<file path="src/rtl/core/tla_pkg.sv">
// Package for the telnet line assembler: command, result and telnet codes,
// phase codes and the per-item result descriptor. No dependencies.
package tla_pkg;

  // Input commands
  localparam logic [2:0] CMD_RX       = 3'd0;
  localparam logic [2:0] CMD_READ     = 3'd1;
  localparam logic [2:0] CMD_PASS_ON  = 3'd2;
  localparam logic [2:0] CMD_PASS_OFF = 3'd3;
  localparam logic [2:0] CMD_RELEASE  = 3'd4;

  // Result kinds
  localparam logic [2:0] K_ACCEPTED = 3'd0;
  localparam logic [2:0] K_SEND     = 3'd1;
  localparam logic [2:0] K_LINE     = 3'd2;
  localparam logic [2:0] K_READ     = 3'd3;
  localparam logic [2:0] K_PENDING  = 3'd4;
  localparam logic [2:0] K_CLOSED   = 3'd5;
  localparam logic [2:0] K_INTR     = 3'd6;
  localparam logic [2:0] K_FLOOD    = 3'd7;

  // Byte codes
  localparam logic [7:0] C_BS       = 8'd8;
  localparam logic [7:0] C_LF       = 8'd10;
  localparam logic [7:0] C_CR       = 8'd13;
  localparam logic [7:0] C_SPACE    = 8'd32;
  localparam logic [7:0] C_TILDE    = 8'd126;
  localparam logic [7:0] C_DEL      = 8'd127;
  localparam logic [7:0] C_OPT_ECHO = 8'd1;
  localparam logic [7:0] C_OPT_EOR  = 8'd25;
  localparam logic [7:0] C_IP       = 8'd244;
  localparam logic [7:0] C_EC       = 8'd247;
  localparam logic [7:0] C_EL       = 8'd248;
  localparam logic [7:0] C_WILL     = 8'd251;
  localparam logic [7:0] C_WONT     = 8'd252;
  localparam logic [7:0] C_DO       = 8'd253;
  localparam logic [7:0] C_DONT     = 8'd254;
  localparam logic [7:0] C_IAC      = 8'd255;

  // Telnet receive phase
  localparam logic [1:0] PH_DATA = 2'd0;
  localparam logic [1:0] PH_IAC  = 2'd1;
  localparam logic [1:0] PH_DO   = 2'd2;
  localparam logic [1:0] PH_DONT = 2'd3;

  // Echo flag bit positions
  localparam int unsigned F_ECHO = 0;
  localparam int unsigned F_PASS = 1;
  localparam int unsigned F_EOR  = 2;
  localparam int unsigned F_GA   = 3;

  localparam logic [8:0] JUNK_MAX = 9'd511;
  localparam logic [7:0] FLOOD_RESET = 8'd100;

  // Config register indexes
  localparam logic CFG_GA    = 1'b0;
  localparam logic CFG_FLOOD = 1'b1;

  // Results of one input item; cnt is 1 to 3. is_read takes the value of
  // the single result from the line store read port.
  typedef struct packed {
    logic [1:0]      cnt;
    logic            is_read;
    logic [2:0][2:0] kind;
    logic [2:0][7:0] value;
  } res_desc_t;

endpackage

</file>
<file path="src/rtl/core/telnet_line_assembler_core.sv">
// Telnet line assembler top level: control unit, line store RAM and the
// result output stage. Depends on tla_pkg, tla_ctrl and tla_ram.
//
//  channel   | dir | tdata               | tuser      | tlast
//  s_axis    | in  | rx_byte, read_index | command    | -
//  m_axis    | out | value               | kind       | last
//  cfg       | in  | cfg_data_i (8 bits) via cfg_we_i / cfg_index_i
//
// An item's first result is valid the cycle after accept; one-result items
// follow back to back while the output is taken. Two or three results hold
// the single result register until the last one is taken. A line store read
// takes its data from the RAM read register. Reset clears all session state;
// the line store needs no clearing. s_axis_tready stays low while the result
// register holds an item, until its last result is taken.
module telnet_line_assembler_core #(
  parameter int unsigned LINE_STORE_DEPTH = 256
) (
  input  logic        clk_i,
  input  logic        rst_ni,
  input  logic        s_axis_tvalid,
  output logic        s_axis_tready,
  input  logic [15:0] s_axis_tdata,  // [7:0] rx_byte, [15:8] read_index
  input  logic [2:0]  s_axis_tuser,  // [2:0] command
  output logic        m_axis_tvalid,
  input  logic        m_axis_tready,
  output logic [7:0]  m_axis_tdata,  // [7:0] value
  output logic [2:0]  m_axis_tuser,  // [2:0] kind
  output logic        m_axis_tlast,
  input  logic        cfg_we_i,
  input  logic        cfg_index_i,
  input  logic [7:0]  cfg_data_i
);

  import tla_pkg::*;

  localparam int unsigned PW = $clog2(LINE_STORE_DEPTH);

  logic          accept;
  logic          out_free;
  logic          out_last;
  res_desc_t     desc;
  res_desc_t     desc_q;
  logic          out_valid_q;
  logic [1:0]    idx_q;
  logic          ram_we;
  logic [PW-1:0] ram_waddr;
  logic [7:0]    ram_wdata;
  logic          ram_re;
  logic [PW-1:0] ram_raddr;
  logic [7:0]    ram_rdata;

  tla_ctrl #(
    .LINE_STORE_DEPTH(LINE_STORE_DEPTH)
  ) u_ctrl (
    .clk_i        (clk_i),
    .rst_ni       (rst_ni),
    .cfg_we_i     (cfg_we_i),
    .cfg_index_i  (cfg_index_i),
    .cfg_data_i   (cfg_data_i),
    .accept_i     (accept),
    .command_i    (s_axis_tuser),
    .rx_byte_i    (s_axis_tdata[7:0]),
    .read_index_i (s_axis_tdata[15:8]),
    .desc_o       (desc),
    .ram_we_o     (ram_we),
    .ram_waddr_o  (ram_waddr),
    .ram_wdata_o  (ram_wdata),
    .ram_re_o     (ram_re),
    .ram_raddr_o  (ram_raddr)
  );

  tla_ram #(
    .WIDTH(8),
    .DEPTH(LINE_STORE_DEPTH)
  ) u_line_store (
    .clk_i   (clk_i),
    .we_i    (ram_we),
    .waddr_i (ram_waddr),
    .wdata_i (ram_wdata),
    .re_i    (ram_re),
    .raddr_i (ram_raddr),
    .rdata_o (ram_rdata)
  );

  assign out_last      = (idx_q == desc_q.cnt - 2'd1);
  assign out_free      = !out_valid_q || (m_axis_tready && out_last);
  assign s_axis_tready = out_free;
  assign accept        = s_axis_tvalid && out_free;

  always_ff @(posedge clk_i or negedge rst_ni) begin
    if (!rst_ni) begin
      out_valid_q <= 1'b0;
      idx_q       <= '0;
    end else if (accept) begin
      out_valid_q <= 1'b1;
      idx_q       <= '0;
    end else if (out_valid_q && m_axis_tready) begin
      // advance to the next result, drop the item after its last one
      if (out_last) out_valid_q <= 1'b0;
      else idx_q <= idx_q + 2'd1;
    end
  end

  always_ff @(posedge clk_i) begin
    if (accept) begin
      desc_q <= desc;
    end
  end

  assign m_axis_tvalid = out_valid_q;
  assign m_axis_tuser  = desc_q.kind[idx_q];
  assign m_axis_tdata  = desc_q.is_read ? ram_rdata : desc_q.value[idx_q];
  assign m_axis_tlast  = out_last;

endmodule

</file>
<file path="src/rtl/core/tla_ram.sv">
// Generic single-clock RAM, one write port and one read port with a
// registered, enable-held read output. No dependencies.
module tla_ram #(
  parameter int unsigned WIDTH = 8,
  parameter int unsigned DEPTH = 256
) (
  input  logic                     clk_i,
  input  logic                     we_i,
  input  logic [$clog2(DEPTH)-1:0] waddr_i,
  input  logic [WIDTH-1:0]         wdata_i,
  input  logic                     re_i,
  input  logic [$clog2(DEPTH)-1:0] raddr_i,
  output logic [WIDTH-1:0]         rdata_o
);

  logic [WIDTH-1:0] mem_q [DEPTH];
  logic [WIDTH-1:0] rdata_q;

  always_ff @(posedge clk_i) begin
    if (we_i) begin
      mem_q[waddr_i] <= wdata_i;
    end
    if (re_i) begin
      rdata_q <= mem_q[raddr_i];
    end
  end

  assign rdata_o = rdata_q;

endmodule

</file>
<file path="src/rtl/core/tla_ctrl.sv">
// Line discipline control: session state registers, config registers and the
// per-item decision. Drives the line store ports. Depends on tla_pkg.
module tla_ctrl #(
  parameter int unsigned LINE_STORE_DEPTH = 256
) (
  input  logic                                clk_i,
  input  logic                                rst_ni,
  input  logic                                cfg_we_i,
  input  logic                                cfg_index_i,
  input  logic [7:0]                          cfg_data_i,
  input  logic                                accept_i,
  input  logic [2:0]                          command_i,
  input  logic [7:0]                          rx_byte_i,
  input  logic [7:0]                          read_index_i,
  output tla_pkg::res_desc_t                  desc_o,
  output logic                                ram_we_o,
  output logic [$clog2(LINE_STORE_DEPTH)-1:0] ram_waddr_o,
  output logic [7:0]                          ram_wdata_o,
  output logic                                ram_re_o,
  output logic [$clog2(LINE_STORE_DEPTH)-1:0] ram_raddr_o
);

  import tla_pkg::*;

  localparam int unsigned PW = $clog2(LINE_STORE_DEPTH);
  localparam logic [PW-1:0] WP_LIMIT = PW'(LINE_STORE_DEPTH - 3);

  logic [PW-1:0] wp_q, wp_d;
  logic [PW-1:0] len_q, len_d;
  logic          pending_q, pending_d;
  logic          cr_q, cr_d;
  logic          lf_q, lf_d;
  logic [1:0]    phase_q, phase_d;
  logic [3:0]    flags_q, flags_d;
  logic [8:0]    junk_q, junk_d;
  logic          closed_q, closed_d;
  logic          ga_cfg_q;
  logic [7:0]    flood_q;

  logic          in_range;
  logic [8:0]    junk_inc;
  res_desc_t     desc;

  assign in_range = read_index_i < 8'(len_q);
  assign junk_inc = (junk_q == JUNK_MAX) ? junk_q : junk_q + 9'd1;

  always_comb begin
    wp_d      = wp_q;
    len_d     = len_q;
    pending_d = pending_q;
    cr_d      = cr_q;
    lf_d      = lf_q;
    phase_d   = phase_q;
    flags_d   = flags_q;
    junk_d    = junk_q;
    closed_d  = closed_q;

    desc         = '0;
    desc.cnt     = 2'd1;
    ram_we_o     = 1'b0;
    ram_waddr_o  = wp_q;
    ram_wdata_o  = 8'd0;
    ram_re_o     = 1'b0;
    ram_raddr_o  = read_index_i[PW-1:0];

    case (command_i) inside
      CMD_READ: begin
        desc.kind[0] = K_READ;
        desc.is_read = in_range;
        ram_re_o     = accept_i && in_range;
      end
      CMD_RX, CMD_PASS_ON, CMD_PASS_OFF, CMD_RELEASE: begin
        if (closed_q) begin
          desc.kind[0] = K_CLOSED;
        end else if (command_i == CMD_RX) begin
          if (pending_q) begin
            desc.kind[0] = K_PENDING;
          end else begin
            unique case (phase_q)
              PH_IAC: begin
                phase_d = PH_DATA;
                if (rx_byte_i == C_EC) begin
                  ram_we_o = 1'b1;
                  if (wp_q != '0) wp_d = wp_q - 1'b1;
                end else if (rx_byte_i == C_EL) begin
                  wp_d = '0;
                end else if (rx_byte_i == C_IP) begin
                  closed_d     = 1'b1;
                  desc.kind[0] = K_INTR;
                end else if (rx_byte_i == C_DO) begin
                  phase_d = PH_DO;
                end else if (rx_byte_i == C_DONT) begin
                  phase_d = PH_DONT;
                end
              end
              PH_DO: begin
                phase_d = PH_DATA;
                if (rx_byte_i == C_OPT_ECHO) begin
                  if (!flags_q[F_PASS]) flags_d[F_ECHO] = 1'b1;
                end else if (rx_byte_i == C_OPT_EOR) begin
                  flags_d[F_EOR] = 1'b1;
                  flags_d[F_GA]  = 1'b0;
                  desc.cnt       = 2'd2;
                  desc.kind[0]   = K_SEND;
                  desc.value[0]  = C_IAC;
                  desc.kind[1]   = K_SEND;
                  desc.value[1]  = C_OPT_EOR;
                end
              end
              PH_DONT: begin
                phase_d = PH_DATA;
                if (rx_byte_i == C_OPT_ECHO) begin
                  flags_d[F_ECHO] = 1'b0;
                end else if (rx_byte_i == C_OPT_EOR) begin
                  flags_d[F_EOR] = 1'b0;
                  if (ga_cfg_q) flags_d[F_GA] = 1'b1;
                end
              end
              default: begin
                if (rx_byte_i == C_IAC) begin
                  cr_d    = 1'b0;
                  lf_d    = 1'b0;
                  phase_d = PH_IAC;
                end else if (rx_byte_i == C_LF || rx_byte_i == C_CR) begin
                  // a LF after CR (or CR after LF) is swallowed, flags kept
                  if ((rx_byte_i == C_LF && !cr_q) || (rx_byte_i == C_CR && !lf_q)) begin
                    if (rx_byte_i == C_LF) lf_d = 1'b1;
                    else cr_d = 1'b1;
                    junk_d        = '0;
                    pending_d     = 1'b1;
                    len_d         = wp_q;
                    wp_d          = '0;
                    desc.kind[0]  = K_LINE;
                    desc.value[0] = 8'(wp_q);
                  end
                end else begin
                  cr_d = 1'b0;
                  lf_d = 1'b0;
                  if (rx_byte_i == C_BS || rx_byte_i == C_DEL || rx_byte_i == C_EC) begin
                    ram_we_o = 1'b1;
                    if (wp_q != '0) wp_d = wp_q - 1'b1;
                  end else if (rx_byte_i >= C_SPACE && rx_byte_i <= C_TILDE &&
                               wp_q < WP_LIMIT) begin
                    ram_we_o    = 1'b1;
                    ram_wdata_o = rx_byte_i;
                    wp_d        = wp_q + 1'b1;
                    if (!flags_q[F_PASS] && flags_q[F_ECHO]) begin
                      desc.kind[0]  = K_SEND;
                      desc.value[0] = rx_byte_i;
                    end
                  end else begin
                    junk_d = junk_inc;
                    if (junk_inc > {1'b0, flood_q}) begin
                      closed_d     = 1'b1;
                      desc.kind[0] = K_FLOOD;
                    end
                  end
                end
              end
            endcase
          end
        end else if (command_i == CMD_RELEASE) begin
          pending_d = 1'b0;
        end else begin
          flags_d[F_PASS] = (command_i == CMD_PASS_ON);
          if (!flags_q[F_ECHO]) begin
            desc.cnt      = 2'd3;
            desc.kind[0]  = K_SEND;
            desc.value[0] = C_IAC;
            desc.kind[1]  = K_SEND;
            desc.value[1] = (command_i == CMD_PASS_ON) ? C_WILL : C_WONT;
            desc.kind[2]  = K_SEND;
            desc.value[2] = C_OPT_ECHO;
          end
        end
      end
      default: begin
        desc.kind[0] = K_ACCEPTED;
      end
    endcase

    // memory writes only happen on an accepted item
    ram_we_o = ram_we_o && accept_i;
  end

  assign desc_o = desc;

  always_ff @(posedge clk_i or negedge rst_ni) begin
    if (!rst_ni) begin
      wp_q      <= '0;
      len_q     <= '0;
      pending_q <= 1'b0;
      cr_q      <= 1'b0;
      lf_q      <= 1'b0;
      phase_q   <= PH_DATA;
      flags_q   <= '0;
      junk_q    <= '0;
      closed_q  <= 1'b0;
    end else if (accept_i) begin
      wp_q      <= wp_d;
      len_q     <= len_d;
      pending_q <= pending_d;
      cr_q      <= cr_d;
      lf_q      <= lf_d;
      phase_q   <= phase_d;
      flags_q   <= flags_d;
      junk_q    <= junk_d;
      closed_q  <= closed_d;
    end
  end

  always_ff @(posedge clk_i or negedge rst_ni) begin
    if (!rst_ni) begin
      ga_cfg_q <= 1'b0;
      flood_q  <= FLOOD_RESET;
    end else if (cfg_we_i) begin
      unique case (cfg_index_i)
        CFG_GA:    ga_cfg_q <= cfg_data_i[0];
        CFG_FLOOD: flood_q  <= cfg_data_i;
        default:   ;
      endcase
    end
  end

endmodule
</file>
<file path="config.mk">
export PLATFORM = sky130hd
export DESIGN_NAME = telnet_line_assembler_core
export DESIGN_NICKNAME = d
export VERILOG_FILES = /design/src/rtl/core/tla_pkg.sv /design/src/rtl/core/telnet_line_assembler_core.sv /design/src/rtl/core/tla_ram.sv /design/src/rtl/core/tla_ctrl.sv
export SDC_FILE = /design/constraint.sdc
export NUM_CORES = 2
export LEC_CHECK = 0
export ABC_AREA = 1
export BUFFER_PORTS_ARGS = -buffer_cell sky130_fd_sc_hd__buf_4
export CORE_ASPECT_RATIO = 1.25
export CORE_MARGIN = 3
export CORE_UTILIZATION = 25
export DETAILED_ROUTE_END_ITERATION = 10
export HOLD_SLACK_MARGIN = 0.03
export PLACE_DENSITY_LB_ADDON = 0.12
export RECOVER_POWER = 50
export SYNTH_ARGS = -nofsm -noshare
export SYNTH_HDL_FRONTEND = slang
export SYNTH_SLANG_ARGS = --single-unit
</file>
<file path="constraint.sdc">
create_clock -name clk_i -period 12.75 [get_ports clk_i]
set_input_delay 1.275 -clock clk_i [delete_from_list [all_inputs] [get_ports clk_i]]
set_output_delay 1.275 -clock clk_i [all_outputs]
set_load 0.005 [all_outputs]
</file>
==> run_results.csv <==
group,metric,value,unit
status,result_of_the_run,"finished, violations left",
status,failed_checks,"capacitance limit, slew limit",
floorplanning,initial_utilization,25.17,%
critical_path,worstSetupEndpointType,"flop",
critical_path,timing_worst_setup_path_type,"reg -> reg",
critical_path,timing.critical_path.from_type,"flop",
power_and_ir_drop,ir_drop,0.1179,mV
finish,final-instance-count-excl-fill,12520,
sta,timing_hold_violations_final,0,
floorplanning,core_area,348200,sq um
drt,sum_of_routed_wire_length_over_all_layers,300.1,mm
cts,cts_inserted_buffers,233,
logic_synthesis,synth_edf_count,2075,
logic_synthesis,yosysWarnings,0,
logic_synthesis,syn-mean-instance-area,11.59,sq um
logic_synthesis,async_reset_ff_share,2.076,%
cts,ctsLongestPathBuffers,4,
cts,postCtsHoldBufs,0,
power_and_ir_drop,leakage,0.03339,uW
drt,viasPerCell,4.584,
power_and_ir_drop,p_per_area,148.1,nW/um^2
logic_synthesis,ys_ff_latch,2119,
critical_path,critPathMaxFanout,53,
drt,remaining_number_of_nets_flagged_by_the_antenna_check_after_routing,0,
place,dpl.hpwl,172.3,mm
logic_synthesis,synth_cell_types,46,
place,portBuffers,46,
place,placed_cells,12110,
cts,tritoncts_clock_tree,"yes",
drt,drc_errors,0,
cts,worstSkewPairLatency,0.89,ns
sta,setup_viol_count_final,0,
floorplanning,placement_rows,242,
sta,min_period_over_period,64.41,%
power_and_ir_drop,total_power_consumption_of_the_routed_design,14860,uW
logic_synthesis,cell_taking_the_most_area_after_synthesis,"edfxtp_1",
logic_synthesis,syn_area,87640,sq um
cts,cts_resized,0,
finish,growth_of_design_area_from_synthesis_to_finish,14.46,%
finish,fin_nets,7758,
finish,most-common-layout-cells,"nand2_1, edfxtp_1, nand3_1, nor2_1, conb_1",
cts,cts.reportedPaths.clkPinSlew,0.06,ns
floorplanning,chipWidth,535.6,um
sta,grt_setup_unrepaired,"no",
critical_path,critical_path_arrival,8.77,ns
sta,final.hold.worst_slack,0.4867,ns
grt,grt_start_max_net_pins,173,
logic_synthesis,synthFlopType,"edfxtp_1",
logic_synthesis,syn_inst,7562,
sta,worst_slew_margin_rel,-167.0,%
sta,drv_slew,797,
logic_synthesis,share_of_the_yosys_chip_area_belonging_to_registers,72.36,%
grt,first_pass_grt_wire_length,430.6,mm
floorplanning,boundaryPins,47,
finish,drive_gt1_share,6.265,%
finish,mostFrequentLayoutCell,"nand2_1",
sta,timing.fmax,121.8,MHz
logic_synthesis,ys_top_cells_by_area,"edfxtp_1, nand3_1, nand2_1, clkbuf_1, dfrtp_1",
cts,cts.htree.levels,4,
sta,worst-slew-pin-transition,4.006,ns
critical_path,critical_path_required,13.31,ns
sta,skew,0.07117,ns
drt,detail_route.first_pass.iterations,9,
place,routabilityCongestion,0.7948,
drt,route.detailed.wl_per_inst,23.97,um
grt,grt_overflow_total,0,
cts,root_buffer,"clkbuf_16",
grt,grt_pass1_vias,57450,
grt,grt_usage,16.40,%
finish,final_core_util,28.81,%
drt,drt-initial-drc-count,4467,
sta,final.min_clock_period,8.213,ns
hold_path,hp-class,"reg -> reg",
grt,grt_antenna_before_repair,14,
cts,cts.repair_timing.setup_buffer_count,0,
floorplanning,die_height,668.0,um
logic_synthesis,yosys.area.top_type_share,71.10,%
drt,dr_total_vias,57400,
sta,finalSetupTns,0,ns
flow_run,maxCapViolations,17,
cts,tritoncts_num_sinks,2119,
floorplanning,die_area,357700,sq um
worst max-delay path, stage by stage, from the launching register on:
cell and delay, ns:
dfrtp_1 0.48, inv_1 0.27, ha_1 0.35, nor2_1 0.08, nand3_1 0.14, nand3_1 0.48
nor3_1 0.44, clkbuf_1 2.17, clkbuf_1 2.44, buf_4 0.84
synthesized netlist by cell type (5+ instances only):
master    count
a21oi_1      40
a211oi_1      8
clkbuf_1    293
buf_2       153
dfrtp_1      41
o21ai_1      23
edfxtp_1   2075
inv_2        16
nand2_2       7
o21ai_0      36
nor2_2       64
nor4_1        5
nor2_1      268
nor3_1       25
buf_1        40
nand3_4      11
ha_1         21
buf_6        10
xnor2_1       7
inv_1        77
nand4_1       7
nand2_1    2240
nand3_1    2051
xor2_1        9
report_power, final:
| group | switching (uW) | total (uW) | internal [uW] |
|---|---|---|---|
| Combinational | 645 | 883 | 237 |
| Clock | 2850 | 6390 | 3550 |
| Sequential | 14.0 | 7580 | 7570 |
worst paths after layout:
path	from	to	slack, ns	cells after the start
max in group asynchronous	rst_ni	u_ctrl.flood_q[4]	9.94	1
worst min-delay path	u_ctrl.len_q[0]	u_ctrl.len_q[0]	0.49	2
worst min register to register	u_ctrl.len_q[0]	u_ctrl.len_q[0]	0.49	2
worst max-delay path	u_ctrl.ram_waddr_o[0]	u_line_store.mem_q[218][4]	4.54	9
min in group asynchronous	rst_ni	u_ctrl.flags_q[1]	1.25	1
worst max register to register	u_ctrl.ram_waddr_o[0]	u_line_store.mem_q[218][4]	4.54	9
cells by family after synthesis:
kind of cell,Yosys count,share of synthesized area (%)
flops,2119,72.36
other cells,1,0.004279
fa+ha+maj,21,0.2998
xor+xnor,16,0.1599
compound gates,118,0.7253
mux,1,0.01285
simple gates,4691,23.56
buf+inv,595,2.880
stage by stage:
stage                     setup slack [ns]  instance area [sq um]
final                                4.537                 100300
after global routing                 3.870                 100300
after CTS                            7.532                 100700
after detailed placement             6.552                  93710
after global placement               6.586                  93710
after floorplan                     -1.014                  88600
metal layers:
metal  global-route usage [%]  share of wire [%]
met5                        0              0.011
met4                    4.424                2.8
met3                    1.843                3.9
met2                    29.03                 51
met1                    21.12                 43
state kept, by name, indices dropped and copies added, names as in the netlist, 2 cells and up:
register	cells
idx_q	2
u_ctrl.phase_q	2
u_line_store.mem_q	2048
u_line_store.rdata_o	8
u_ctrl.ram_waddr_o	8
u_ctrl.junk_q	9
u_ctrl.flags_q	2
u_ctrl.len_q	8
u_ctrl.flood_q	8
desc_q	19
cell type report:
cell class                      instances  area, sq um
Fill cell                           35970       247900
Sequential cell                      2119        63410
Multi-Input combinational cell       5103        22520
Clock buffer                          288         6058
Tap cell                             4636         5801
Timing Repair Buffer                  150         1217
Clock inverter                        128        894.6
Inverter                               97        396.6
Antenna cell                            2        5.005
Power figures use the tool's default switching activity.
